<file path="src/rtl/tpf_pkg.sv">
`default_nettype none
package tpf_pkg;

    localparam int NumPorts = 4;
    localparam int ListLen = 4;
    localparam int PortW = 16;
    localparam int CfgIdxW = 3;
    localparam int CfgDataW = 16;
    localparam logic [3:0] MinHeaderWords = 4'd4;

    localparam logic [CfgIdxW-1:0] CfgPortCount = 3'd0;
    localparam logic [CfgIdxW-1:0] CfgPortA = 3'd1;
    localparam logic [CfgIdxW-1:0] CfgPortB = 3'd2;
    localparam logic [CfgIdxW-1:0] CfgPortC = 3'd3;
    localparam logic [CfgIdxW-1:0] CfgPortD = 3'd4;

    typedef struct packed {
        logic [7:0] packet_byte;
        logic       end_of_packet;
    } in_item_t;

    typedef struct packed {
        logic [7:0]       payload_byte;
        logic             payload_last;
        logic [PortW-1:0] matched_port;
    } out_item_t;

    typedef struct packed {
        logic [2:0]                    port_count;
        logic [ListLen-1:0][PortW-1:0] ports;
    } port_cfg_t;

endpackage
`default_nettype wire

</file>
<file path="src/rtl/tpf_cfg_regs.sv">
`default_nettype none
module tpf_cfg_regs (
    input  wire logic                          aclk,
    input  wire logic                          aresetn,
    input  wire logic                          cfg_we,
    input  wire logic [tpf_pkg::CfgIdxW-1:0]   cfg_index,
    input  wire logic [tpf_pkg::CfgDataW-1:0]  cfg_wdata,
    output tpf_pkg::port_cfg_t                 port_cfg
);

    tpf_pkg::port_cfg_t cfg_reg;
    tpf_pkg::port_cfg_t cfg_next;

    always_comb begin
        cfg_next = cfg_reg;
        if (cfg_we) begin
            unique case (cfg_index)
                tpf_pkg::CfgPortCount: cfg_next.port_count = cfg_wdata[2:0];
                tpf_pkg::CfgPortA:     cfg_next.ports[0] = cfg_wdata[15:0];
                tpf_pkg::CfgPortB:     cfg_next.ports[1] = cfg_wdata[15:0];
                tpf_pkg::CfgPortC:     cfg_next.ports[2] = cfg_wdata[15:0];
                tpf_pkg::CfgPortD:     cfg_next.ports[3] = cfg_wdata[15:0];
                default:               cfg_next = cfg_reg;
            endcase
        end
    end

    always_ff @(posedge aclk) begin
        if (!aresetn) begin
            cfg_reg <= '0;
        end else begin
            cfg_reg <= cfg_next;
        end
    end

    assign port_cfg = cfg_reg;

endmodule
`default_nettype wire

</file>
<file path="src/rtl/tpf_in_reg.sv">
`default_nettype none
module tpf_in_reg (
    input  wire logic              aclk,
    input  wire logic              aresetn,
    input  wire logic              s_valid,
    output logic                   s_ready,
    input  wire tpf_pkg::in_item_t s_item,
    output logic                   in_valid,
    input  wire logic              in_take,
    output tpf_pkg::in_item_t      in_item
);

    logic              valid_reg;
    logic              valid_next;
    tpf_pkg::in_item_t item_reg;
    logic              load;

    assign s_ready = !valid_reg || in_take;
    assign load = s_valid && s_ready;

    always_comb begin
        valid_next = valid_reg;
        if (load) begin
            valid_next = 1'b1;
        end else if (in_take) begin
            valid_next = 1'b0;
        end
    end

    always_ff @(posedge aclk) begin
        if (!aresetn) begin
            valid_reg <= 1'b0;
        end else begin
            valid_reg <= valid_next;
        end
    end

    always_ff @(posedge aclk) begin
        if (load) begin
            item_reg <= s_item;
        end
    end

    assign in_valid = valid_reg;
    assign in_item = item_reg;

endmodule
`default_nettype wire

</file>
<file path="src/rtl/tpf_parser.sv">
`default_nettype none
module tpf_parser #(
    parameter int MAX_PACKET_BYTES = 65535
) (
    input  wire logic               aclk,
    input  wire logic               aresetn,
    input  wire logic               in_valid,
    input  wire tpf_pkg::in_item_t  in_item,
    output logic                    in_take,
    input  wire tpf_pkg::port_cfg_t port_cfg,
    input  wire logic               out_free,
    output logic                    res_valid,
    output tpf_pkg::out_item_t      res_item
);

    localparam int PosW = $clog2(MAX_PACKET_BYTES + 1);
    localparam logic [PosW-1:0] PosMax = PosW'(MAX_PACKET_BYTES);
    localparam int Limit = (tpf_pkg::NumPorts < tpf_pkg::ListLen) ?
                           tpf_pkg::NumPorts : tpf_pkg::ListLen;

    logic [PosW-1:0]              pos_reg, pos_next;
    logic [5:0]                   hdr_reg, hdr_next;
    logic [6:0]                   hdr_end_reg, hdr_end_next;
    logic [tpf_pkg::PortW-1:0]    dport_reg, dport_next;
    logic                         hit_reg, hit_next;
    logic                         drop_reg, drop_next;
    logic [tpf_pkg::PortW-1:0]    hit_port_reg, hit_port_next;

    logic [PosW-1:0]              hdr_ext;
    logic [PosW-1:0]              off2, off3, off12;
    logic [tpf_pkg::PortW-1:0]    port_full;
    logic                         listed;
    logic                         active;
    logic                         produce;
    logic [7:0]                   b;
    logic [3:0]                   ihl;
    logic [3:0]                   doff;

    assign b = in_item.packet_byte;
    assign ihl = b[3:0];
    assign doff = b[7:4];
    assign hdr_ext = PosW'(hdr_reg);
    assign off2 = hdr_ext + PosW'(2);
    assign off3 = hdr_ext + PosW'(3);
    assign off12 = hdr_ext + PosW'(12);
    assign port_full = {dport_reg[15:8], b};
    assign active = (pos_reg != PosMax) && !drop_reg;

    always_comb begin
        listed = 1'b0;
        for (int i = 0; i < Limit; i++) begin
            if ((3'(i) < port_cfg.port_count) && (port_cfg.ports[i] == port_full)) begin
                listed = 1'b1;
            end
        end
    end

    assign produce = active && (pos_reg != '0) && (pos_reg != off2) && (pos_reg != off3)
                     && (pos_reg != off12) && (pos_reg > off12)
                     && (pos_reg >= PosW'(hdr_end_reg)) && hit_reg;

    assign in_take = in_valid && (!produce || out_free);
    assign res_valid = in_valid && produce && out_free;
    assign res_item.payload_byte = b;
    assign res_item.payload_last = in_item.end_of_packet;
    assign res_item.matched_port = hit_port_reg;

    always_comb begin
        pos_next = pos_reg;
        hdr_next = hdr_reg;
        hdr_end_next = hdr_end_reg;
        dport_next = dport_reg;
        hit_next = hit_reg;
        drop_next = drop_reg;
        hit_port_next = hit_port_reg;
        if (in_take) begin
            if (active) begin
                priority if (pos_reg == '0) begin
                    drop_next = (ihl <= tpf_pkg::MinHeaderWords);
                    hdr_next = {ihl, 2'b00};
                end else if (pos_reg == off2) begin
                    dport_next = {b, 8'h00};
                end else if (pos_reg == off3) begin
                    dport_next = port_full;
                    if (listed) begin
                        hit_next = 1'b1;
                        hit_port_next = port_full;
                    end
                end else if (pos_reg == off12) begin
                    drop_next = (doff <= tpf_pkg::MinHeaderWords);
                    hdr_end_next = 7'(hdr_reg) + {1'b0, doff, 2'b00};
                end else begin
                end
            end
            if (in_item.end_of_packet) begin
                pos_next = '0;
                hdr_next = '0;
                hdr_end_next = '0;
                dport_next = '0;
                hit_next = 1'b0;
                drop_next = 1'b0;
                hit_port_next = '0;
            end else if (pos_reg != PosMax) begin
                pos_next = pos_reg + PosW'(1);
            end
        end
    end

    always_ff @(posedge aclk) begin
        if (!aresetn) begin
            pos_reg <= '0;
            hdr_reg <= '0;
            hdr_end_reg <= '0;
            dport_reg <= '0;
            hit_reg <= 1'b0;
            drop_reg <= 1'b0;
            hit_port_reg <= '0;
        end else begin
            pos_reg <= pos_next;
            hdr_reg <= hdr_next;
            hdr_end_reg <= hdr_end_next;
            dport_reg <= dport_next;
            hit_reg <= hit_next;
            drop_reg <= drop_next;
            hit_port_reg <= hit_port_next;
        end
    end

endmodule
`default_nettype wire

</file>
<file path="src/rtl/tpf_out_reg.sv">
`default_nettype none
module tpf_out_reg (
    input  wire logic               aclk,
    input  wire logic               aresetn,
    input  wire logic               res_valid,
    input  wire tpf_pkg::out_item_t res_item,
    output logic                    out_free,
    output logic                    m_valid,
    input  wire logic               m_ready,
    output tpf_pkg::out_item_t      m_item
);

    logic               valid_reg;
    logic               valid_next;
    tpf_pkg::out_item_t item_reg;

    assign out_free = !valid_reg || m_ready;

    always_comb begin
        valid_next = valid_reg;
        if (res_valid) begin
            valid_next = 1'b1;
        end else if (m_ready) begin
            valid_next = 1'b0;
        end
    end

    always_ff @(posedge aclk) begin
        if (!aresetn) begin
            valid_reg <= 1'b0;
        end else begin
            valid_reg <= valid_next;
        end
    end

    always_ff @(posedge aclk) begin
        if (res_valid) begin
            item_reg <= res_item;
        end
    end

    assign m_valid = valid_reg;
    assign m_item = item_reg;

endmodule
`default_nettype wire

</file>
<file path="src/rtl/tcp_port_payload_filter.sv">
// IPv4/TCP destination port payload filter.
// s_valid/s_ready/s_item carry one datagram byte per item, starting at the IP
// header, with end_of_packet set on the final byte. m_valid/m_ready/m_item
// carry one TCP payload byte per item from packets whose destination port is
// in the listed ports, with payload_last and the matched port.
// cfg_we/cfg_index/cfg_wdata write port_count (0) and port_a..port_d (1..4);
// write only while no packet is in flight.
// An item passes an input register and a result register before its payload
// byte appears on m_valid. One item is taken every cycle unless a payload
// byte meets a full result register; the per-byte parse uses a position
// counter and a few header fields. A stalled m_ready holds the result
// register; further items that give no result still drain, and an item that
// gives one waits in the input register, which then drops s_ready.
// Reset clears the packet state, empties both registers and sets port_count
// and all listed ports to zero. Packets with IHL or data offset below 5 are
// dropped; bytes past MAX_PACKET_BYTES are discarded.
`default_nettype none
module tcp_port_payload_filter #(
    parameter int MAX_PACKET_BYTES = 65535
) (
    input  wire logic                          aclk,
    input  wire logic                          aresetn,
    input  wire logic                          s_valid,
    output logic                               s_ready,
    input  wire tpf_pkg::in_item_t             s_item,
    output logic                               m_valid,
    input  wire logic                          m_ready,
    output tpf_pkg::out_item_t                 m_item,
    input  wire logic                          cfg_we,
    input  wire logic [tpf_pkg::CfgIdxW-1:0]   cfg_index,
    input  wire logic [tpf_pkg::CfgDataW-1:0]  cfg_wdata
);

    tpf_pkg::port_cfg_t port_cfg;
    tpf_pkg::in_item_t  in_item;
    tpf_pkg::out_item_t res_item;
    logic               in_valid;
    logic               in_take;
    logic               res_valid;
    logic               out_free;

    tpf_cfg_regs u_cfg (
        .aclk      (aclk),
        .aresetn   (aresetn),
        .cfg_we    (cfg_we),
        .cfg_index (cfg_index),
        .cfg_wdata (cfg_wdata),
        .port_cfg  (port_cfg)
    );

    tpf_in_reg u_in (
        .aclk     (aclk),
        .aresetn  (aresetn),
        .s_valid  (s_valid),
        .s_ready  (s_ready),
        .s_item   (s_item),
        .in_valid (in_valid),
        .in_take  (in_take),
        .in_item  (in_item)
    );

    tpf_parser #(
        .MAX_PACKET_BYTES (MAX_PACKET_BYTES)
    ) u_parse (
        .aclk      (aclk),
        .aresetn   (aresetn),
        .in_valid  (in_valid),
        .in_item   (in_item),
        .in_take   (in_take),
        .port_cfg  (port_cfg),
        .out_free  (out_free),
        .res_valid (res_valid),
        .res_item  (res_item)
    );

    tpf_out_reg u_out (
        .aclk      (aclk),
        .aresetn   (aresetn),
        .res_valid (res_valid),
        .res_item  (res_item),
        .out_free  (out_free),
        .m_valid   (m_valid),
        .m_ready   (m_ready),
        .m_item    (m_item)
    );

endmodule
`default_nettype wire
</file>
<file path="config.mk">
export PLATFORM = sky130hd
export DESIGN_NAME = tcp_port_payload_filter
export DESIGN_NICKNAME = d
export VERILOG_FILES = /design/src/rtl/tpf_pkg.sv /design/src/rtl/tpf_cfg_regs.sv /design/src/rtl/tpf_in_reg.sv /design/src/rtl/tpf_parser.sv /design/src/rtl/tpf_out_reg.sv /design/src/rtl/tcp_port_payload_filter.sv
export SDC_FILE = /design/constraint.sdc
export NUM_CORES = 1
export LEC_CHECK = 0
export BUFFER_PORTS_ARGS = -buffer_cell sky130_fd_sc_hd__buf_2
export CAP_MARGIN = 10
export CORE_MARGIN = 8
export CORE_UTILIZATION = 40
export DETAILED_ROUTE_END_ITERATION = 10
export PLACE_DENSITY = 0.56
export REMOVE_ABC_BUFFERS = 1
export SLEW_MARGIN = 20
export SYNTH_ARGS = -nofsm -noshare
export SYNTH_HDL_FRONTEND = slang
export SYNTH_SLANG_ARGS = --single-unit
</file>
<file path="constraint.sdc">
create_clock -name aclk -period 6.3 [get_ports aclk]
set_input_delay 0 -clock aclk [delete_from_list [all_inputs] [get_ports aclk]]
set_output_delay 0 -clock aclk [all_outputs]
set_load 0.02 [all_outputs]
</file>
Word-level counts from Yosys, hierarchy flattened. Cells that the tools add are included.

Eq/ne operators: 20. $lt $le $gt $ge: 8. Muxes and demuxes: 42. Reductions and logical operators: 47. Add/sub/neg operators: 5.

Operators by type and width (number): 16-bit 2-to-1 mux (12); 16-bit == test (7); 16-bit != test (3); 7-bit 2-to-1 mux (6); 1-bit 2-to-1 mux (20); 6-bit 2-to-1 mux (3); 2-bit nonzero test (9); 16-bit by 1-bit adder with 16-bit output (second input constant) (1); 16-bit by 7-bit >= comparator with 1-bit output (1); 16-bit greater-than comparator (1); 1-bit logical AND (16); 16-bit logical NOT (1); 16-bit != test (second input constant) (1); 16-bit nonzero test (1); 6-bit by 2-bit adder with 7-bit output (second input constant) (2); 2-bit AND reduction (6); 6-bit AND reduction (2); 4-bit by 3-bit less-or-equal comparator with 1-bit output (second input constant) (2); 8-bit 2-to-1 mux (1); 6-bit by 4-bit adder with 7-bit output (second input constant) (1); 6-bit by 6-bit adder with 7-bit output (1); 3-bit by 2-bit == test with 1-bit output (second input constant) (2); 1-bit by 3-bit less-than comparator with 1-bit output (first input constant) (2); 2-bit by 3-bit less-than comparator with 1-bit output (first input constant) (2); 11 further kinds (19).

Register bits: 158.

Depth between registers and ports, before layout. Gate-level depths: netlist of run 1.

Depth after elaboration: 15. Mapped depth: 13. Mapped depth without buffers: 12.

By module. A second synthesis of run 1 with hierarchy kept.

Cell total of the unflattened synthesis: 755. Area, all modules: 7424.6 µm².

Modules (own cells, without submodules): tpf_parser (cells each 473, seq. area each 1021.0 µm², times used 1, area each 3802.4 µm²); tpf_cfg_regs (cells each 239, seq. area each 1341.3 µm², times used 1, area each 2494.9 µm²); tpf_out_reg (cells each 29, seq. area each 770.7 µm², times used 1, area each 799.5 µm²); tpf_in_reg (cells each 14, seq. area each 290.3 µm², times used 1, area each 327.8 µm²).

Worst setup path before layout of run 1. No wires, ideal clock.

Kind: register to register. Start: register u_parse.hdr_reg[3]. End: register u_out.item_reg (netlist bit u_out.m_item[0]), enable pin. Arrival: 2979 ps. Stages on the path, launching flop included: 12. Slack: 2914 ps. Buffers on the path: 0. Cells stage by stage: dfxtp_1 -> inv_1 -> ha_1 -> xor2_1 -> ha_1 -> nand2_1 -> o21a_1 -> o21ai_0 -> o32ai_2 -> nor2_1 -> nand2_1 -> nor2_1.

Word-level cells in the longest chain between the ends: 10. Elaborated cells between the ends (all ways): 15.

Ends and longest elaborated chain: start: declaration (line tpf_parser.sv:22) `logic [5:0] hdr_reg, hdr_next;`; start signal: assignment (line tpf_parser.sv:120) `hdr_reg <= hdr_next;`; parallel branches: the longest is 5 deep, another holds 16-bit greater-than comparator; 1-bit logical AND (*) (line tpf_parser.sv:59) `&& (pos_reg != off12) && (pos_reg > off12)`; 1-bit logical AND (*) (2 in series) (line tpf_parser.sv:60) `&& (pos_reg >= PosW'(hdr_end_reg)) && hit_reg;`; 1-bit logical AND (*) (2 in series) (line tpf_parser.sv:63) `assign res_valid = in_valid && produce && out_free;`; net res_valid (line tcp_port_payload_filter.sv:39) `logic res_valid;`; end signal: assignment (line tpf_out_reg.sv:38) `item_reg <= res_item;`; end: declaration (line tpf_out_reg.sv:15) `tpf_pkg::out_item_t item_reg;`.

Mark *: on every way through the listed nets, which the timed path passes. A chain may end at the register's enable or synchronous reset.

Final worst setup path of run 1.
Start: register u_parse.hdr_reg[3]. End: register u_in.item_reg (netlist bit u_in.in_item[8]), enable pin.

Word-level cells in the longest chain between the ends: 13. Elaborated cells between the ends (all ways): 18.

Ends and longest elaborated chain: parallel branches: the longest is 5 deep, another holds 16-bit greater-than comparator; 1-bit logical AND (*) (line tpf_parser.sv:59); 1-bit logical AND (*) (2 in series) (line tpf_parser.sv:60); 1-bit logical NOT (*) (line tpf_parser.sv:62) `assign in_take = in_valid && (!produce || out_free);`; 1-bit logical OR (*) (line tpf_parser.sv:62); 1-bit logical AND (*) (line tpf_parser.sv:62); 1-bit logical OR (*) (line tpf_in_reg.sv:18) `assign s_ready = !valid_reg || in_take;`; 1-bit logical AND (*) (line tpf_in_reg.sv:19) `assign load = s_valid && s_ready;`; net u_in.load (line tpf_in_reg.sv:16) `logic load;`; end signal: assignment (line tpf_in_reg.sv:40) `item_reg <= s_item;`; end: declaration (line tpf_in_reg.sv:15) `tpf_pkg::in_item_t item_reg;`.

Marks and branches as above.

==> results of run 1 <==
routing by layer:
metal	GRT usage [%]	vias up	share of wire, %
li1	-	2778	-
met1	19.93	2574	48
met2	26.58	93	48
met3	3.867	17	3.0
met4	4.620	0	1.3
met5	0	-	0
final timing paths:
check / startpoint / to / slack (ns) / cells after the start
setup / recovery: u_parse.hdr_reg[3]$_SDFFE_PN0P_ / u_in.in_item[8]$_DFFE_PP_ / 2.96 / 10
setup reg to reg: u_parse.hdr_reg[3]$_SDFFE_PN0P_ / u_in.in_item[8]$_DFFE_PP_ / 2.96 / 10
hold reg to reg: u_parse.hit_port_reg[1]$_SDFFE_PN0P_ / u_out.m_item[1]$_DFFE_PP_ / 0.43 / 0
hold / removal: cfg_index[0] / u_cfg.port_cfg[23]$_SDFFE_PN0P_ / 0.16 / 5
power by group:
part	switching [mW]	total (mW)	leakage [nW]	internal, mW
Combinational	0.0872	0.159	1.52	0.0716
Sequential	0.0266	1.05	1.29	1.03
Clock	0.436	0.948	0.252	0.512
Total	0.550	2.16	3.06	1.61
layout make-up:
class | instances | area, sq um
fill | 1743 | 9383
multi-input combinational | 565 | 3702
sequential | 154 | 3423
timing repair buffer | 94 | 633.1
clock buffer | 18 | 429.2
tap | 229 | 286.5
clock inverter | 14 | 115.1
inverter | 14 | 52.55
logic make-up after synthesis:
logic type	share of synthesized area (%)
compound gates	11.13
xor+xnor	10.08
fa+ha+maj	3.320
buf+inv	3.608
flops	46.35
mux	3.795
simple gates	21.72
cell usage after synthesis (all sizes together) (2+ instances only):
library cell and count:
nor4b 3, nand2 168, o41a 2, nand3 23, nor3 10, edfxtp 34
or2 2, buf 9, dfxtp 120, nor2b 26, nor2 34, ha 18
xnor2 60, or3 2, o21ai 10, a21boi 68, nand4 18, xor2 25
o21a 2, a21oi 7, nor4 16, nand3b 3, nand2b 3, a31oi 3
a21o 3, mux2i 28, or4 4, and2 5, nor3b 3, a22oi 8
and3 3, inv 14, clkbuf 43
worst max-delay path, stage by stage, from the launching register on:
cell	delay [ns]
dfxtp_1	0.45
inv_1	0.07
ha_1	0.21
xor2_1	0.16
ha_1	0.32
a21oi_1	0.16
o21a_1	0.14
o21ai_0	0.10
o32ai_2	0.38
nor2_1	0.17
a31oi_1	0.81
repair_timing:
action                                  CTS  global route
endpoints found under the setup margin    0             0
buffers inserted                          0             0
endpoints found under the hold margin    86             0
hold buffers                             30             0
==> metrics.md, run 1 <==
| Metric | Value |
|---|---|
| Status | `completed` |
| Leading area contributor after synthesis | `dfxtp_1` |
| Post-synth EDFFs | `34` |
| Slew HR | `33.85%` |
| Final setup vio count | `0` |
| Worst Path Required | `6.35 ns` |
| Instance area at placement | `7794 sq um` |
| Initial Util | `40.98%` |
| Slew @ Worst Pin | `0.9922 ns` |
| Worst Setup Slack, final | `2.964 ns` |
| Post_cts resized | `0` |
| Wire per inst | `16.98 um` |
| CTS H-tree lvls | `4` |
| Total GRT Usage | `15.92%` |
| Post-DP HPWL | `12870 um` |
| Post-route minimum period | `3.336 ns` |
| Maximum vdd drop | `199.5 uV` |
| Routability cong. | `0.8147` |
| Cells after Synth | `785` |
| Max-Cap Viols | `0` |
| RSZ-0062 raised after global routing | `no` |
| Final cell count without fillers | `1088` |
| Placed Instances | `1026` |
| Most frequent cells in the layout | `nand2_1 (168), dfxtp_1 (120), a21boi_0 (67)` |
| Power Density | `249.8 nW/um^2` |
| Nets@finish | `898` |
| Slew Viols, Final | `0` |
| Largest net degree at the start of global routing | `112` |
| Lkg Pwr | `3.064 nW` |
| CTS buffer count | `17` |
| Fmax | `0.2998 GHz` |
| Utilization after layout | `47.95%` |
| Yosys Warn Count | `0` |
| Area Overhead vs Synth | `17.01%` |
| Initial DRC Count | `346` |
| Clock slew at reported path FFs | `0.06 ns` |
| Top-area cell type share of the netlist area | `32.53%` |
| Die Span X | `151.9 um` |
| Netlist cell types | `57` |
| Die Span Y | `151.9 um` |
| Final worst-path cycle share | `52.95%` |
| Area of the core | `18020 sq um` |
| ANT nets after route | `0` |
| Row count | `49` |
| Die area | `23070 sq um` |
| Final design instance area without fill | `8642 sq um` |
| CP Class | `flop to flop` |
| Worst skew pair latency | `0.43 ns` |
| Place WS | `2.864 ns` |
| Global-route wire length before repair | `29770 um` |
| Avg Inst Size Synth | `9.409 sq um` |
| Setup tns final | `0 ns` |
| Global route overflow | `0` |
| CTS tree | `done` |
| Sequential fraction of the synthesis area | `46.35%` |
| IO Pins | `60` |
| Cell area after synthesis | `7386 sq um` |
| Layout cells sized above 1 | `14.20%` |
| CP max FO | `9` |
| Design Power | `2.159 mW` |
| Critical Path End Type | `flop` |
| Worst hold slack | `0.1572 ns` |
| Crit start category | `flop` |
| Antenna violations before repair | `0` |
| Main synth FF type | `dfxtp_1` |
| Via density | `5.020` |
| Worst EP arrival | `3.39 ns` |
| Fin. Hold Viols | `0` |
| Post-synthesis async set-or-reset flop share | `0%` |
| Hold WC Path Type | `input port to flop` |
| CTS max path bufs | `2` |
| #FFs+latches synth | `154` |
| Clock root cell | `clkbuf_16` |
| First drt pass iteration count | `4` |
| Clk_skew | `0.01343 ns` |
| Max reg flops | `67` |
| Most common cell after layout, fill and taps aside | `nand2_1` |
| Drt total wl | `18480 um` |
| Vias in the first global route | `5568` |
| IO Port Bufs | `59` |
| DRC errors left | `0` |
| Largest cells by area after synthesis | `dfxtp_1 (33%), edfxtp_1 (14%), nand2_1 (8.5%)` |
| Via count | `5462` |
| Antenna diode count | `0` |
| Clock sinks | `154` |
No activity file was read; power rests on OpenSTA's default activity.
==> inputs of run 2 (changes only) <==
Clock period 6.3 ns to 3.23 ns, I/O delays scaled along.
==> run 2 against run 1 <==
Against the previous run: worst setup slack worse by 2.8 ns; clock-buffer cell count unchanged; critical path type unchanged; largest cell class unchanged; largest power group unchanged; combinational power up 110%.
==> metrics.md, run 2 (synthesized netlist as in run 1, its figures left out) <==
| Metric | Value |
|---|---|
| Status | `completed` |
| Slew @ Worst Pin | `0.8496 ns` |
| Design Power | `4.290 mW` |
| Via count | `5577` |
| RR Startpoint | `u_parse.hdr_reg[3]$_SDFFE_PN0P_` |
| CP cell instances | `inv_1 > ha_1 > xor2_1 > ha_1 > a21oi_1 > o21a_1 > o21ai_0 > o32ai_2 > nor2_1 > nand3_1 > a21boi_0 > dlygate4sd3_1` |
| ANT nets after route | `0` |
| Place WS | `0.05806 ns` |
| CP bufs+invs | `2` |
| Global route overflow | `0` |
| Most frequent cells in the layout | `nand2_1 (168), dfxtp_1 (120), a21boi_0 (67)` |
| Clock slew at reported path FFs | `0.07 ns` |
| FF-to-FF End | `u_in.in_valid$_SDFFE_PN0P_` |
| Max stage delay cell, worst path | `dlygate4sd3_1` |
| Maximum vdd drop | `414.6 uV` |
| Final cell count without fillers | `1099` |
| Fill count | `1720` |
| Multi-input logic area | `3706 sq um` |
| Power Density | `489.8 nW/um^2` |
| Crit-path max cell delay | `0.55 ns` |
| Vias in the first global route | `5729` |
| Max-Cap Viols | `0` |
| Clk_skew | `0.01425 ns` |
| Final worst-path cycle share | `95.50%` |
| Setup tns final | `0 ns` |
| Via density | `5.075` |
| IO Pins | `60` |
| Wire per inst | `16.74 um` |
| Total GRT Usage | `16.01%` |
| Hold WC Path Type | `input port to flop` |
| DRC errors left | `0` |
| Antenna diode count | `0` |
| Utilization after layout | `48.59%` |
| CP max FO | `6` |
| Final design instance area without fill | `8758 sq um` |
| Top delay family on crit path | `compound AO/OA/AOI/OAI gates` |
| Critical Path End Type | `flop` |
| Worst EP arrival | `3.40 ns` |
| Most common cell after layout, fill and taps aside | `nand2_1` |
| RSZ-0062 raised after global routing | `yes` |
| Clock sinks | `154` |
| Die Span Y | `151.9 um` |
| CP Class | `flop to flop` |
| FF/Latch Area | `3423 sq um` |
| Instance area at placement | `7904 sq um` |
| Layout cells sized above 1 | `15.29%` |
| First drt pass iteration count | `4` |
| Global-route wire length before repair | `30000 um` |
| Fin. Hold Viols | `0` |
| Most frequent CP cell | `ha_1` |
| Max reg flops | `67` |
| Placed Instances | `1039` |
| Slew HR | `43.36%` |
| Post-DP HPWL | `12970 um` |
| Hold path startpoint | `cfg_index[0]` |
| Drt total wl | `18400 um` |
| Worst hold slack | `0.1396 ns` |
| Hold path depth | `5` |
| Die Span X | `151.9 um` |
| Area of the core | `18020 sq um` |
| Worst Path Required | `3.55 ns` |
| IO Port Bufs | `59` |
| R2R Setup Slk | `0.15 ns` |
| Worst skew pair latency | `0.44 ns` |
| Routability cong. | `0.8622` |
| Row count | `49` |
| CTS buffer count | `17` |
| Worst Setup Slack, final | `0.1453 ns` |
| Antenna violations before repair | `0` |
| Post-route minimum period | `3.085 ns` |
| Crit start category | `flop` |
| CTS tree | `done` |
| Clock root cell | `clkbuf_16` |
| Initial Util | `40.98%` |
| CTS H-tree lvls | `4` |
| Slew Viols, Final | `0` |
| Final setup vio count | `0` |
| Area Overhead vs Synth | `18.58%` |
| Largest net degree at the start of global routing | `75` |
| Worst R2R Path Depth | `12` |
| Fmax | `0.3242 GHz` |
| Lkg Pwr | `3.139 nW` |
| Setup bufs post-CTS | `0` |
| Initial DRC Count | `363` |
| WHS Endpoint | `u_cfg.port_cfg[16]$_SDFFE_PN0P_` |
| Nets@finish | `909` |
| CTS max path bufs | `2` |
| Die area | `23070 sq um` |
==> run 2: changes by cell type in the layout (fill, tap and decap cells not counted), sizes merged <==
cell         delta
buf            +13
bufinv          +1
clkinvlp        -2
dlygate4sd3     -2
inv             +1
==> run 2: layout make-up <==
| cell class | instances | share of cell area [%] |
|---|---|---|
| Multi-Input combinational cell | 565 | 42.31 |
| Sequential cell | 154 | 39.09 |
| Timing Repair Buffer | 105 | 8.300 |
| Clock buffer | 18 | 4.900 |
| Tap cell | 229 | 3.271 |
| Clock inverter | 14 | 1.529 |
| Inverter | 14 | 0.6000 |
==> run 2: worst min-delay path: stages <==
cell and delay [ns]:
buf_2 0.13, nor2_1 0.06, buf_4 0.20, nand2_1 0.08, a21boi_0 0.06
==> run 2: worst max path at each step <==
stage                               startpoint                              end  depth (start not counted)
5_1_grt        u_parse.hdr_reg[3]$_SDFFE_PN0P_       u_in.in_valid$_SDFFE_PN0P_                         12
2_1_floorplan  u_parse.hdr_reg[3]$_SDFFE_PN0P_        u_out.m_item[0]$_DFFE_PP_                         11
6_report       u_parse.hdr_reg[3]$_SDFFE_PN0P_       u_in.in_valid$_SDFFE_PN0P_                         12
3_3_place_gp   u_parse.hdr_reg[3]$_SDFFE_PN0P_  u_parse.pos_reg[1]$_SDFFE_PN0P_                         12
4_1_cts        u_parse.hdr_reg[3]$_SDFFE_PN0P_  u_parse.pos_reg[1]$_SDFFE_PN0P_                         12
3_5_place_dp   u_parse.hdr_reg[3]$_SDFFE_PN0P_  u_parse.pos_reg[1]$_SDFFE_PN0P_                         12
==> run 2: power by group <==
part           leakage [nW]  switching (mW)  total, mW  internal (mW)
Clock                 0.268           0.841       1.92           1.08
Combinational          1.58           0.182      0.331          0.149
Sequential             1.29          0.0426       2.04           2.00
==> run 2: what timing repair did <==
| action | 4_1_cts | 5_1_grt |
|---|---|---|
| hold buffers | 28 | 0 |
| gates resized for setup | 0 | 2 |
| setup endpoints to repair | 0 | 13 |
| endpoints found under the hold margin | 78 | 0 |
==> run 2: per-layer routing <==
layer	share of wire, %	GRT usage (%)	up-vias
li1	-	-	2805
met2	48	26.67	93
met3	3.6	3.387	17
met5	0	0	-
met4	1.3	5.045	0
met1	47	20.27	2662
